**src/rtls_pkg.sv**
```systemverilog
// types and constants of the radio transmit link supervisor
`default_nettype none

package rtls_pkg;

   typedef enum logic [2:0] {
      CMD_NONE      = 3'd0,
      CMD_WRITE     = 3'd1,
      CMD_CLR_SENT  = 3'd2,
      CMD_CLR_MAXRT = 3'd3,
      CMD_FLUSH_TX  = 3'd4,
      CMD_FLUSH_RX  = 3'd5
   } cmd_type;

   localparam int MAX_CMDS    = 7;
   localparam int CMD_IDX_W   = 3;
   localparam int QUEUE_DEPTH = 2;
   localparam int QPTR_W      = 1;

   localparam int ST_SENT_BIT   = 5;
   localparam int ST_MAXRT_BIT  = 4;
   localparam int ST_TXFULL_BIT = 0;
   localparam int FS_TXFULL_BIT = 5;
   localparam int FS_RXFULL_BIT = 1;

   localparam logic [7:0] LIMIT_RESET = 8'd20;

   localparam logic REG_SILENCE_LIMIT = 1'b0;
   localparam logic REG_RETRY_LIMIT   = 1'b1;

   typedef struct packed {
      logic [7:0] silence_limit;
      logic [7:0] retry_limit;
   } cfg_type;

   typedef struct packed {
      cmd_type cmd;
      logic    link_up;
      logic    led_state;
   } entry_type;

   typedef struct packed {
      entry_type [MAX_CMDS-1:0] ents;
      logic [CMD_IDX_W-1:0]     last_idx;
   } record_type;

endpackage

`default_nettype wire

```
**src/rtls_front.sv**
```systemverilog
// front end: accepts polls, runs the link state machine, builds the command list
`default_nettype none

module rtls_front
   import rtls_pkg::*;
(
   input  wire logic       clock,
   input  wire logic       reset,
   input  wire cfg_type    cfg,
   input  wire logic       poll_valid,
   input  wire logic [7:0] status_first,
   input  wire logic [7:0] queue_status,
   input  wire logic [7:0] status_second,
   input  wire logic       queue_ready,
   output logic            push,
   output record_type      push_rec
);

   logic       link_lost_ff, link_lost_in;
   logic       pending_ff, pending_in;
   logic [7:0] silence_ff, silence_in;
   logic [7:0] retry_ff, retry_in;
   logic       led_ff, led_in;

   assign push = poll_valid && queue_ready;

   always_comb begin
      logic [CMD_IDX_W-1:0] n;
      logic                 done;
      logic [8:0]           cnt;
      link_lost_in = link_lost_ff;
      pending_in   = pending_ff;
      silence_in   = silence_ff;
      retry_in     = retry_ff;
      led_in       = led_ff;
      n            = '0;
      done         = 1'b0;
      cnt          = '0;
      push_rec     = '0;

      if (link_lost_in) begin
         if (!queue_status[FS_TXFULL_BIT]) begin
            push_rec.ents[n] = '{CMD_WRITE, !link_lost_in, led_in};
            n = n + 3'd1;
         end
         if (status_first[ST_SENT_BIT]) begin
            led_in       = 1'b1;
            link_lost_in = 1'b0;
            push_rec.ents[n] = '{CMD_CLR_SENT, !link_lost_in, led_in};
            n = n + 3'd1;
         end
         if (status_first[ST_TXFULL_BIT]) begin
            push_rec.ents[n] = '{CMD_FLUSH_TX, !link_lost_in, led_in};
            n = n + 3'd1;
         end
         if (queue_status[FS_RXFULL_BIT]) begin
            push_rec.ents[n] = '{CMD_FLUSH_RX, !link_lost_in, led_in};
            n = n + 3'd1;
         end
         if (status_first[ST_MAXRT_BIT]) begin
            push_rec.ents[n] = '{CMD_CLR_MAXRT, !link_lost_in, led_in};
            n = n + 3'd1;
         end
      end

      if (!link_lost_in) begin
         if (status_second[ST_SENT_BIT] && pending_in) begin
            led_in     = 1'b1;
            pending_in = 1'b0;
            push_rec.ents[n] = '{CMD_CLR_SENT, !link_lost_in, led_in};
            n = n + 3'd1;
         end
         if (!status_second[ST_TXFULL_BIT] && !pending_in) begin
            pending_in = 1'b1;
            push_rec.ents[n] = '{CMD_WRITE, !link_lost_in, led_in};
            n = n + 3'd1;
            done = 1'b1;
         end
         if (!done) begin
            if (!status_second[ST_MAXRT_BIT] && !status_second[ST_TXFULL_BIT]
                && pending_in) begin
               cnt = {1'b0, silence_ff} + 9'd1;
               if (cnt > {1'b0, cfg.silence_limit}) begin
                  silence_in   = '0;
                  pending_in   = 1'b0;
                  link_lost_in = 1'b1;
                  led_in       = 1'b0;
               end else begin
                  silence_in = cnt[7:0];
               end
            end
            if (status_second[ST_MAXRT_BIT]) begin
               led_in = 1'b0;
               if (retry_ff < cfg.retry_limit) begin
                  retry_in = retry_ff + 8'd1;
                  push_rec.ents[n] = '{CMD_CLR_MAXRT, !link_lost_in, led_in};
                  n = n + 3'd1;
               end else begin
                  retry_in     = '0;
                  link_lost_in = 1'b1;
                  push_rec.ents[n] = '{CMD_FLUSH_TX, !link_lost_in, led_in};
                  n = n + 3'd1;
               end
            end
         end
      end

      if (n == '0) begin
         push_rec.ents[0]  = '{CMD_NONE, !link_lost_in, led_in};
         push_rec.last_idx = '0;
      end else begin
         push_rec.last_idx = n - 3'd1;
      end
   end

   always_ff @(posedge clock) begin
      if (reset) begin
         link_lost_ff <= 1'b1;
         pending_ff   <= 1'b0;
         silence_ff   <= '0;
         retry_ff     <= '0;
         led_ff       <= 1'b0;
      end else if (push) begin
         link_lost_ff <= link_lost_in;
         pending_ff   <= pending_in;
         silence_ff   <= silence_in;
         retry_ff     <= retry_in;
         led_ff       <= led_in;
      end
   end

endmodule

`default_nettype wire

```
**src/rtls_queue.sv**
```systemverilog
// short queue of command lists between front and back end
`default_nettype none

module rtls_queue
   import rtls_pkg::*;
(
   input  wire logic       clock,
   input  wire logic       reset,
   input  wire logic       push,
   input  wire record_type push_rec,
   output logic            ready,
   input  wire logic       pop,
   output logic            head_valid,
   output record_type      head_rec
);

   localparam int CNT_W = $clog2(QUEUE_DEPTH + 1);

   record_type            mem_ff [QUEUE_DEPTH];
   logic [QPTR_W-1:0]     wr_ptr_ff, rd_ptr_ff;
   logic [CNT_W-1:0]      count_ff;

   assign ready      = (count_ff != CNT_W'(QUEUE_DEPTH));
   assign head_valid = (count_ff != '0);
   assign head_rec   = mem_ff[rd_ptr_ff];

   always_ff @(posedge clock) begin
      if (push) begin
         mem_ff[wr_ptr_ff] <= push_rec;
      end
   end

   always_ff @(posedge clock) begin
      if (reset) begin
         wr_ptr_ff <= '0;
         rd_ptr_ff <= '0;
         count_ff  <= '0;
      end else begin
         if (push) begin
            wr_ptr_ff <= wr_ptr_ff + 1'b1;
         end
         if (pop) begin
            rd_ptr_ff <= rd_ptr_ff + 1'b1;
         end
         unique case ({push, pop})
            2'b10:   count_ff <= count_ff + 1'b1;
            2'b01:   count_ff <= count_ff - 1'b1;
            default: count_ff <= count_ff;
         endcase
      end
   end

endmodule

`default_nettype wire

```
**src/rtls_back.sv**
```systemverilog
// back end: plays one command list per poll onto the result channel
`default_nettype none

module rtls_back
   import rtls_pkg::*;
(
   input  wire logic       clock,
   input  wire logic       reset,
   input  wire logic       head_valid,
   input  wire record_type head_rec,
   output logic            pop,
   output logic            out_valid,
   input  wire logic       out_ready,
   output entry_type       out_ent,
   output logic            out_last
);

   logic                 valid_ff;
   logic [CMD_IDX_W-1:0] idx_ff;
   entry_type            ent_ff;
   logic                 last_ff;
   logic                 load;
   logic                 is_last;

   assign load      = !valid_ff || out_ready;
   assign is_last   = (idx_ff == head_rec.last_idx);
   assign pop       = load && head_valid && is_last;
   assign out_valid = valid_ff;
   assign out_ent   = ent_ff;
   assign out_last  = last_ff;

   always_ff @(posedge clock) begin
      if (reset) begin
         valid_ff <= 1'b0;
         idx_ff   <= '0;
      end else if (load) begin
         valid_ff <= head_valid;
         if (head_valid) begin
            idx_ff <= is_last ? '0 : idx_ff + 3'd1;
         end
      end
   end

   always_ff @(posedge clock) begin
      if (load && head_valid) begin
         ent_ff  <= head_rec.ents[idx_ff];
         last_ff <= is_last;
      end
   end

endmodule

`default_nettype wire

```
**src/radio_tx_link_supervisor.sv**
```systemverilog
// A poll's first command is written into the queue, then into the output register.
// Throughput: one command per cycle while rsp_tready holds; a poll has 1 to 7 commands,
// the front end takes a poll per cycle while the 2-entry queue has room.
// Reset: link marked lost, counters and pending flag cleared, both limits 20,
// queue and output register emptied.
`default_nettype none

module radio_tx_link_supervisor
   import rtls_pkg::*;
(
   input  wire logic        clock,
   input  wire logic        reset,
   input  wire logic        req_tvalid,
   output logic             req_tready,
   input  wire logic [23:0] req_tdata,   // status_first, queue_status, status_second
   output logic             rsp_tvalid,
   input  wire logic        rsp_tready,
   output logic [7:0]       rsp_tdata,   // command[2:0], link_up, led_state, zero pad
   output logic             rsp_tlast,
   input  wire logic        csr_psel,
   input  wire logic        csr_penable,
   input  wire logic        csr_pwrite,
   input  wire logic [2:0]  csr_paddr,
   input  wire logic [31:0] csr_pwdata,
   output logic [31:0]      csr_prdata,
   output logic             csr_pready
);

   cfg_type    cfg_ff;
   logic       cfg_wr;
   logic       push;
   record_type push_rec;
   logic       q_ready;
   logic       pop;
   logic       head_valid;
   record_type head_rec;
   entry_type  out_ent;

   assign csr_pready = 1'b1;
   assign cfg_wr     = csr_psel && csr_penable && csr_pwrite && csr_pready;

   always_ff @(posedge clock) begin
      if (reset) begin
         cfg_ff.silence_limit <= LIMIT_RESET;
         cfg_ff.retry_limit   <= LIMIT_RESET;
      end else if (cfg_wr) begin
         unique case (csr_paddr[2])
            REG_SILENCE_LIMIT: cfg_ff.silence_limit <= csr_pwdata[7:0];
            REG_RETRY_LIMIT:   cfg_ff.retry_limit   <= csr_pwdata[7:0];
            default:           cfg_ff <= cfg_ff;
         endcase
      end
   end

   always_comb begin
      unique case (csr_paddr[2])
         REG_SILENCE_LIMIT: csr_prdata = {24'd0, cfg_ff.silence_limit};
         REG_RETRY_LIMIT:   csr_prdata = {24'd0, cfg_ff.retry_limit};
         default:           csr_prdata = '0;
      endcase
   end

   assign req_tready = q_ready;

   rtls_front u_front (
      .clock         (clock),
      .reset         (reset),
      .cfg           (cfg_ff),
      .poll_valid    (req_tvalid),
      .status_first  (req_tdata[7:0]),
      .queue_status  (req_tdata[15:8]),
      .status_second (req_tdata[23:16]),
      .queue_ready   (q_ready),
      .push          (push),
      .push_rec      (push_rec)
   );

   rtls_queue u_queue (
      .clock      (clock),
      .reset      (reset),
      .push       (push),
      .push_rec   (push_rec),
      .ready      (q_ready),
      .pop        (pop),
      .head_valid (head_valid),
      .head_rec   (head_rec)
   );

   rtls_back u_back (
      .clock      (clock),
      .reset      (reset),
      .head_valid (head_valid),
      .head_rec   (head_rec),
      .pop        (pop),
      .out_valid  (rsp_tvalid),
      .out_ready  (rsp_tready),
      .out_ent    (out_ent),
      .out_last   (rsp_tlast)
   );

   assign rsp_tdata = {3'd0, out_ent.led_state, out_ent.link_up, out_ent.cmd};

endmodule

`default_nettype wire

```
**config.mk**
```make
export PLATFORM = sky130hd
export DESIGN_NAME = radio_tx_link_supervisor
export DESIGN_NICKNAME = d
export VERILOG_FILES = /design/src/rtls_pkg.sv /design/src/rtls_front.sv /design/src/rtls_queue.sv /design/src/rtls_back.sv /design/src/radio_tx_link_supervisor.sv
export SDC_FILE = /design/constraint.sdc
export NUM_CORES = 1
export LEC_CHECK = 0
export BUFFER_PORTS_ARGS = -buffer_cell sky130_fd_sc_hd__buf_4
export CORE_UTILIZATION = 45
export CTS_CLUSTER_SIZE = 10
export DETAILED_ROUTE_END_ITERATION = 16
export PLACE_DENSITY_LB_ADDON = 0.15
export SETUP_SLACK_MARGIN = 0.5
export SYNTH_ARGS = -nofsm -noshare
export SYNTH_HDL_FRONTEND = slang
export SYNTH_SLANG_ARGS = --single-unit
```
**constraint.sdc**
```tcl
create_clock -name clock -period 18.21 [get_ports clock]
set_clock_uncertainty 0.1 [all_clocks]
set_input_delay 2.7315 -clock clock [delete_from_list [all_inputs] [get_ports clock]]
set_output_delay 2.7315 -clock clock [all_outputs]
set_load 0.05 [all_outputs]
```
=== After elaboration in Yosys (flattened, before gate mapping) ===
Memory sizes are Yosys's and may differ from the RTL's. A register that Yosys moved wholly into a read port is not among the register bits.
Cells that the tools add are included.
W data, S select, Z words.

* Register bits after elaboration: 49
* Bits in writable memories: 76
* Input bits: 66
* Output and inout bits: 44
* Word-level logic and storage cells: 195
* Memories: 1

* Add/sub/neg operators: 15
* $lt $le $gt $ge: 17
* Equal/unequal tests: 4
* Muxes and demuxes: 98
* Bitwise gates (word level): 9
* Reductions and logical operators: 35

{| class="wikitable"
|+ Memory list
! name !! depth !! bits a word !! rd ports !! clocked after memory_dff !! wr ports !! RTL line !! RTL
|-
| u_queue.mem_ff || 2 || 38 || 1 || 1 || 1 || rtls_queue.sv:19 || <nowiki>record_type mem_ff [QUEUE_DEPTH];</nowiki>
|}

{| class="wikitable"
|+ Operators with widths
! kind !! number
|-
| $mux W35 || 16
|-
| $bwmux W35 || 6
|-
| $demux W5 S3 || 7
|-
| $pmux W32 S2 || 1
|-
| $mux W3 || 19
|-
| $mux W5 || 10
|-
| $mux W1 || 35
|-
| $lt A3 B4 Y1 const B || 8
|-
| $and A28 B28 Y28 || 1
|-
| $not A28 Y28 || 1
|-
| $add A3 B1 Y3 const B || 8
|-
| $ge A3 B1 Y1 const B || 7
|-
| $or A3 B21 Y21 || 1
|-
| $logic_and A1 B1 Y1 || 16
|-
| $mux W8 || 2
|-
| $bmux W5 S3 || 1
|-
| $and A2 B14 Y14 || 1
|-
| $not A14 Y14 || 1
|-
| $add A8 B1 Y9 const B || 1
|-
| $gt A9 B8 Y1 || 1
|-
| $logic_not A1 Y1 || 9
|-
| $add A8 B1 Y8 const B || 1
|-
| $lt A8 B8 Y1 || 1
|-
| $reduce_and A2 Y1 || 4
|-
| 15 further kinds || 20
|}

=== Depth between registers and ports, before layout ===
Gate-level depths: netlist of the first run.

* Depth after elaboration: 31
* Gate-level depth with buffers: 27
* Depth with buffers taken out: 24

=== Cells and area by module ===
Synthesis of the first run repeated with hierarchy kept, for this count alone.

* Cells, all modules: 803
* Area, all modules: 8017.7 um^2

{| class="wikitable"
|+ Modules (own cells, without submodules)
! module !! times used !! cells each !! area an instance (um^2)
|-
| rtls_front || 1 || 494 || 3373.2
|-
| rtls_queue || 1 || 140 || 2940.3
|-
| radio_tx_link_supervisor || 1 || 102 || 1003.5
|-
| rtls_back || 1 || 67 || 700.7
|}

=== Least setup slack after synthesis of the first run ===
OpenSTA, ideal clock, no wires.

* Kind: in2reg
* Start: in req_tdata[5]
* End: mem u_queue.mem_ff[0][4] in the netlist's numbering (data pin)
* Arrival: 7.436 ns
* Data required time: 17.849 ns
* Slack: 10.412 ns
* Cell stages on the path: 26
* Buffers on the path: 4
* Cell sequence: clkbuf_1 clkinv_1 fa_1 buf_2 inv_1 ha_1 nand2_1 o31ai_1 ha_1 nand2_1 o311ai_1 nand2_1 inv_1 ha_1 nand2b_1 o31a_1 buf_2 xnor2_1 ha_1 o21ai_0 a2bb2oi_1 ha_1 ha_1 clkbuf_1 nor2_1 o2bb2ai_1

{| class="wikitable"
|+ RTL lines
! element !! RTL line !! RTL
|-
| start, declared || radio_tx_link_supervisor.sv:15 || <nowiki>input wire logic [23:0] req_tdata,</nowiki>
|-
| end, declared || rtls_queue.sv:19 ||
|}

==> impl_results.md, run 1 <==
- Post-CTS Repair Setup Buffers: 0
- End of the worst register-to-register path: u_queue.mem_ff[0][3]
- Critical path depth: 23
- Dominant cell by count in the synthesized netlist: sky130_fd_sc_hd__edfxtp_1
- Cell area after synthesis: 7950 µm²
- Sequential cell area: 3340 µm²
- Clock Sink Count: 126
- Global route total overflow: 0
- Master cell of the clock root buffer: sky130_fd_sc_hd__clkbuf_16
- Average detailed-routed wire length per instance: 19.6 µm
- Total negative slack: 0 ns
- Period utilisation layout: 48.3%
- Endpoint of the most critical setup path: u_queue.mem_ff[0][3]
- First-pass iteration count of the detailed router: 5
- Critical Path Most Common Cell: sky130_fd_sc_hd__ha_1
- Synthesis warning total: 0
- Placer congestion estimate: 0.908
- Quantity of hold-fixing buffers added after cts: 0
- Final-layout worst hold slack: 0.384 ns
- Wire length of the first global-routing pass: 33.0 mm
- Initial Util: 46.0%
- Data required time of the critical path: 18.30 ns
- Global routing usage summed across all routing layers: 23.8%
- Number of slew-limit violations in the final report: 0
- Average instance area after synthesis: 9.83 µm²
- Most frequently used flop master after synthesis: sky130_fd_sc_hd__edfxtp_1
- Hold violation count in the final report: 0
- Tightest slew margin relative to the limit: 27.2%
- Synthesized netlist cell count: 809
- Max capacitance violation total: 0
- TritonCTS clock tree: done
- Critical-path top delay cell: sky130_fd_sc_hd__fa_1
- Maximum number of pins on one net before global-route repair: 39
- Number of fill cells in the layout: 1,608
- Vias in the first global route: 6,066
- Number of enable-type register cells in the synthesized netlist: 82
- Netlist cell types: 77
- Final number of setup-violating endpoints: 0
- Main combinational cell family by area after synthesis: compound AO/OA/AOI/OAI gates
- Total inserted antenna cells: 0
- Post-detailed-route DRC marker count: 0
- Path class of the lowest-slack min-delay path: flop to flop
- Area of the die: 18,200 µm²
- Synthesized flop and latch total: 126
- I/O pin total: 110
- Number of vias in the routed layout: 6,358
- TritonCTS buffer count: 17
- CTS clock-pin slew for the worst setup and hold paths: 0.07 ns
- Actual slew at the worst max-slew pin: 1.09 ns
- Register area share after synthesis: 42.0%
- Commonest cells post-synth: 82 x sky130_fd_sc_hd__edfxtp_1, 75 x sky130_fd_sc_hd__nand2_1, 71 x sky130_fd_sc_hd__nor2_1
- Xor and xnor fraction of the mapped netlist area: 3.63%
- Number of nets in the finished design: 932
- Cells along the critical path: buf_4 > clkinv_1 > fa_1 > inv_1 > ha_1 > nand2_1 > o31ai_1 > ha_1 > nand2_1 > o311ai_1 > nand2_1 > inv_1 > ha_1 > nand2b_1 > o31a_1 > xnor2_1 > ha_1 > o21ai_0 > a2bb2oi_1 > ha_1 > ha_1 > nand3_1 > o22ai_1
- Kind of cell adding the most delay to the critical path: adder cells
- R2r setup slk: 13.86 ns
- Arithmetic-cell share of the synthesized area counting full adders, half adders and majority gates: 5.29%
- Worst-path fanout max: 22
- Die outline height: 135 µm
- Std-Cell Core Area: 17,300 µm²
- Pwr dens: 118 nW/µm²
- Synth Area in Compound Gates: 17.9%
- Reg-to-Reg Start: u_front.link_lost_ff
- Post-cts resize count: 0
- FFs w/ async S/R, synth: 0%
- Number of rows in the core area: 48
- Synthesis-to-layout area growth: 11.6%
- CP Class: input port to flop
- Fraction of final layout cells with drive strength greater than 1: 14.2%
- Final standard cell count with taps included and fillers excluded: 1,071
- Arrival time at the worst endpoint: 8.88 ns
- Worst setup path startpoint: req_tdata[5]
- Top cells by area, synth: sky130_fd_sc_hd__edfxtp_1 31%, sky130_fd_sc_hd__dfxtp_1 11%, sky130_fd_sc_hd__ha_1 5.0%
- Status: complete, no violations
- Top-area cell type share of the netlist area: 31.0%
- Area leader, netlist: sky130_fd_sc_hd__edfxtp_1
- Multiplexer fraction of the synthesized cell area: 7.92%
- Worst-case vdd ir drop: 0.0000738 V
- Routed Antenna Nets: 0
- Cell leakage power: 3.34 nW
- Worst R2R Path Depth: 14
- Count of placed standard cells including taps: 1,039
- Basic-gate share of the synthesized area counting and, or, nand and nor cells: 16.8%
- Antenna violations before repair: 0
- Initial detailed-routing violation count: 653
- Die extent in x: 135 µm
- Per-cell via count in the routed design: 5.94
- Post-DP HPWL: 15.6 mm
- Overall power consumption: 1.05 mW
- Type of element launching the critical path: input port
- Clk Latency, worst-skew pair: 0.41 ns
- Maximum level of the CTS H-tree: 4
- Largest buffer count on any clock path: 2
- Time the final worst path needs with I/O delays and setup: 8.79 ns
- Maximum cell stage delay along the critical path: 0.98 ns
- Total wire length: 21.0 mm
- Kind of end point of the critical path: flop
- Unrepaired setup endpoints after global routing: false
- Max Freq: 0.114 GHz
- Crit path buf inv count: 4
- I/O Buffers: 39
- Area of the multi-input gates: 4220 µm²
[layout by cell type (no fill, tap or decap), types with 9 or more instances in the layout]
cell,netlist,layout
sky130_fd_sc_hd__ha_1,32,32
sky130_fd_sc_hd__a21oi_1,34,34
sky130_fd_sc_hd__dfxtp_1,44,44
sky130_fd_sc_hd__nor2_1,71,69
sky130_fd_sc_hd__nand2b_1,12,12
sky130_fd_sc_hd__o211ai_1,11,11
sky130_fd_sc_hd__buf_4,29,44
sky130_fd_sc_hd__o22ai_1,11,11
sky130_fd_sc_hd__mux2i_1,28,28
sky130_fd_sc_hd__clkbuf_16,0,18
sky130_fd_sc_hd__nor2b_1,15,15
sky130_fd_sc_hd__mux4_2,13,13
sky130_fd_sc_hd__edfxtp_1,82,82
sky130_fd_sc_hd__nand4_1,9,9
sky130_fd_sc_hd__a31oi_1,13,13
sky130_fd_sc_hd__inv_1,32,32
sky130_fd_sc_hd__conb_1,2,28
sky130_fd_sc_hd__xor2_1,10,10
sky130_fd_sc_hd__and3_1,15,15
sky130_fd_sc_hd__xnor2_1,15,15
sky130_fd_sc_hd__nor3_1,15,15
sky130_fd_sc_hd__nand2_1,75,75
sky130_fd_sc_hd__o21ai_0,43,43
sky130_fd_sc_hd__a211oi_1,10,10
sky130_fd_sc_hd__nand3_1,27,27
[sequential cells by signal (all words and copies together), names as in the netlist, 2 cells and up, named ones only]
name and flops:
u_back.out_ent 5, u_front.retry_ff 8, u_front.silence_ff 8, u_queue.mem_ff 76, u_back.idx_ff 3, cfg_ff 16, u_queue.count_ff 2
[cell type report]
class	count	area share, %
Clock buffer	18	5.08
Clock inverter	14	1.47
Inverter	33	1.40
Multi-Input combinational cell	611	47.5
Sequential cell	126	37.7
Tap cell	225	3.17
Timing Repair Buffer	44	3.72
[cell families after synthesis]
| logic type | after synthesis |
|---|---|
| AOI/OAI and AO/OA | 206 |
| xor gates and xnor gates | 28 |
| adders and majority gates | 33 |
| buffers and inverters | 98 |
| DFF | 126 |
| muxes | 46 |
| other | 2 |
| and+or+nand+nor | 270 |
[worst register-to-register path: cells and delay by family, from the launching register on]
kind                     cells  cell delay, ns
flip-flops                   1            0.30
buffers and inverters        2            0.59
AO/OA/AOI/OAI                4            1.31
XOR/XNOR                     1            0.23
adder cells (fa/ha/maj)      4            1.04
AND/OR/NAND/NOR              3            0.58
[routing by layer]
metal / up-vias / wire length (µm) / global-route usage [%]
met2: 215 / 9740 / 37.7
met1: 3093 / 9840 / 33.6
met4: 0 / 258 / 6.24
met5: - / 0 / 0
met3: 22 / 1160 / 4.20
li1: 3028 / - / -
[worst min-delay path by stage]
stage	endpoint	from	cells past startpoint	slack (ns)
3_3_place_gp	cfg_ff[1]	cfg_ff[1]	2	0.36
6_report	cfg_ff[0]	cfg_ff[0]	2	0.38
4_1_cts	cfg_ff[0]	cfg_ff[0]	2	0.38
3_5_place_dp	cfg_ff[0]	cfg_ff[0]	2	0.37
2_1_floorplan	cfg_ff[0]	cfg_ff[0]	2	0.35
5_1_grt	cfg_ff[1]	cfg_ff[1]	2	0.41
[through the flow]
step / utilization (%) / worst slack (ns) / instance area (µm²)
global route: 51.3 / 9.06 / 8870
detailed placement: 48.0 / 9.07 / 8290
floorplan: - / 10.41 / 8050
finish: 51.3 / 9.42 / 8870
CTS: 51.3 / 9.52 / 8870
global placement: 48.0 / 9.33 / 8290
[report_power, final]
part           switching (mW)  leakage (nW)  internal (mW)  total (mW)
registers              0.0233          1.14          0.369       0.393
clock network           0.129         0.293          0.198       0.328
logic                   0.217          1.90          0.113       0.329
total                   0.369          3.34          0.680        1.05
Note: power is estimated with default switching activity, not from simulation.
==> run 2: changes to the inputs <==
Clock period 18.21 ns to 8.15 ns, I/O delays scaled along.
==> run 2 against run 1 <==
Via count increased by 0.61%. First-iteration DRC count fell by 33%. Die area did not move. Clock-buffer cell count fell by 1. Sequential share of layout area down 0.11 points. Critical path depth unchanged. Register-to-register slack got worse by 9.9 ns. Clock power rose by 130%. Worst setup slack got worse by 7.6 ns. Final cell count is essentially flat. Total power is 130% higher. Cell area is 0.30% higher. Critical path type unchanged. Critical endpoint is now u_queue.mem_ff[0][4]. Largest cell class unchanged. Largest power group unchanged.
==> impl_results.md, run 2 (synthesis results as in run 1) <==
- Status: complete, no violations
- Path class of the lowest-slack min-delay path: flop to flop
- Top library cells by usage in the layout, fill and taps aside: 82 x sky130_fd_sc_hd__edfxtp_1, 75 x sky130_fd_sc_hd__nand2_1, 69 x sky130_fd_sc_hd__nor2_1
- Placer congestion estimate: 0.895
- Most common cell after layout, fill and taps aside: sky130_fd_sc_hd__edfxtp_1
- Per-cell via count in the routed design: 5.97
- Initial detailed-routing violation count: 439
- Final standard cell count with taps included and fillers excluded: 1,072
- Unrepaired setup endpoints after global routing: false
- Largest buffer count on any clock path: 2
- Total net switching power: 815 µW
- Maximum cell stage delay along the critical path: 0.79 ns
- Type of element launching the critical path: input port
- Post-CTS Repair Setup Buffers: 0
- Proportion of power drawn by combinational gates: 31.0%
- Max capacitance violation total: 0
- Clk Latency, worst-skew pair: 0.42 ns
- Global route total overflow: 0
- Biggest regs: u_queue.mem_ff (76), cfg_ff (16)
- Number of slew-limit violations in the final report: 0
- Maximum level of the CTS H-tree: 4
- Area of the die: 18,200 µm²
- Number of flip-flops under the largest register name: 76
- Cells along the critical path: buf_4 > clkinv_1 > fa_1 > inv_1 > ha_1 > nand2_1 > o31ai_1 > ha_1 > nand2_1 > o311ai_1 > nand2_1 > inv_1 > ha_1 > nand2b_1 > o31a_1 > xnor2_1 > ha_1 > o21ai_0 > a2bb2oi_1 > ha_1 > ha_1 > nand2_1 > o2bb2ai_1
- Worst-path fanout max: 22
- Hold violation count in the final report: 0
- Vias in the first global route: 5,989
- Proportion of total power due to net switching: 34.3%
- Post-DP HPWL: 15.7 mm
- Kind of end point of the critical path: flop
- Time the final worst path needs with I/O delays and setup: 6.37 ns
- Critical-path top delay cell: sky130_fd_sc_hd__fa_1
- Register name with the most flops: u_queue.mem_ff
- CP Class: input port to flop
- Die extent in x: 135 µm
- Global routing usage summed across all routing layers: 24.0%
- TritonCTS buffer count: 17
- Number of nets in the finished design: 934
- First-pass iteration count of the detailed router: 7
- Average detailed-routed wire length per instance: 19.9 µm
- Synthesis-to-layout area growth: 11.9%
- Die outline height: 135 µm
- Initial Util: 46.0%
- Routed Antenna Nets: 0
- Period utilisation layout: 78.2%
- Wire length of the first global-routing pass: 32.9 mm
- Antenna violations before repair: 0
- Clock Sink Count: 126
- CTS clock-pin slew for the worst setup and hold paths: 0.06 ns
- Post-cts resize count: 0
- Portion of total power attributed to the clock network: 31.9%
- Total negative slack: 0 ns
- Post-detailed-route DRC marker count: 0
- Actual slew at the worst max-slew pin: 1.10 ns
- Std-Cell Core Area: 17,300 µm²
- Number of vias in the routed layout: 6,397
- Quantity of hold-fixing buffers added after cts: 0
- Total inserted antenna cells: 0
- Worst-case vdd ir drop: 0.000187 V
- I/O Buffers: 39
- Critical Path Most Common Cell: sky130_fd_sc_hd__ha_1
- Max Freq: 0.157 GHz
- Maximum number of pins on one net before global-route repair: 39
- Total wire length: 21.3 mm
- Final number of setup-violating endpoints: 0
- I/O pin total: 110
- Proportion of power drawn by flip-flops and latches: 37.1%
- Fraction of final layout cells with drive strength greater than 1: 13.9%
- Data required time of the critical path: 8.22 ns
- TritonCTS clock tree: done
- Arrival time at the worst endpoint: 6.44 ns
- Cell leakage power: 3.34 nW
- Number of rows in the core area: 48
- Kind of cell adding the most delay to the critical path: adder cells
- Count of placed standard cells including taps: 1,041
- Internal power component: 1.56 mW
- Crit path buf inv count: 4
- Tightest slew margin relative to the limit: 26.8%
- Master cell of the clock root buffer: sky130_fd_sc_hd__clkbuf_16
- Pwr dens: 267 nW/µm²
run 2: through the flow:
stage / cell area, µm² / utilization [%] / hold slack (ns) / setup WS [ns] / total power [mW]
3_3_place_gp: 8310 / 48.0 / 0.363 / 1.52 / 1.61
6_report: 8900 / 51.5 / 0.396 / 1.78 / 2.37
3_5_place_dp: 8310 / 48.0 / 0.380 / 1.36 / 1.63
2_1_floorplan: 8050 / - / 0.346 / 1.86 / 1.43
5_1_grt: 8900 / 51.5 / 0.416 / 1.34 / 2.48
4_1_cts: 8900 / 51.5 / 0.391 / 1.78 / 2.39
run 2: tightest hold or removal path, stage by stage, from the launching register on:
cell	delay (ns)
sky130_fd_sc_hd__dfxtp_1	0.32
sky130_fd_sc_hd__mux2i_1	0.06
sky130_fd_sc_hd__nor2_1	0.07
run 2: metal layers:
metal | wire length [µm] | global-route usage (%) | share of wire, % | up-vias
met2 | 10000 | 38.4 | 47 | 204
met5 | 0 | 0 | 0 | -
met4 | 342 | 7.62 | 1.6 | 0
met3 | 1040 | 4.62 | 4.9 | 28
met1 | 9860 | 32.7 | 46 | 3137
li1 | - | - | - | 3028
run 2: final timing paths:
path / start / to / slack (ns) / cells after the start
worst max-delay path: req_tdata[5] / u_queue.mem_ff[0][4] / 1.78 / 23
worst min-delay path: cfg_ff[11] / cfg_ff[11] / 0.40 / 2
worst max register to register: u_front.link_lost_ff / u_queue.mem_ff[0][4] / 3.98 / 14
worst min register to register: cfg_ff[11] / cfg_ff[11] / 0.40 / 2
run 2: power by group through the flow:
| stage | logic (mW) | clock network, mW | registers, mW |
|---|---|---|---|
| after global placement | 0.726 | 0 | 0.887 |
| after CTS | 0.738 | 0.769 | 0.881 |
| after detailed placement | 0.734 | 0 | 0.894 |
| after floorplan | 0.497 | 0 | 0.931 |
| final | 0.737 | 0.757 | 0.879 |
| after global routing | 0.794 | 0.794 | 0.891 |
run 2: layout make-up:
type	instances	area (µm²)
inverters	33	124
flip-flops and latches	126	3340
multi-input cells	611	4220
repair buffers	46	345
clock inverters	14	166
fillers	1588	8400
clock buffers	17	425
well taps	225	282
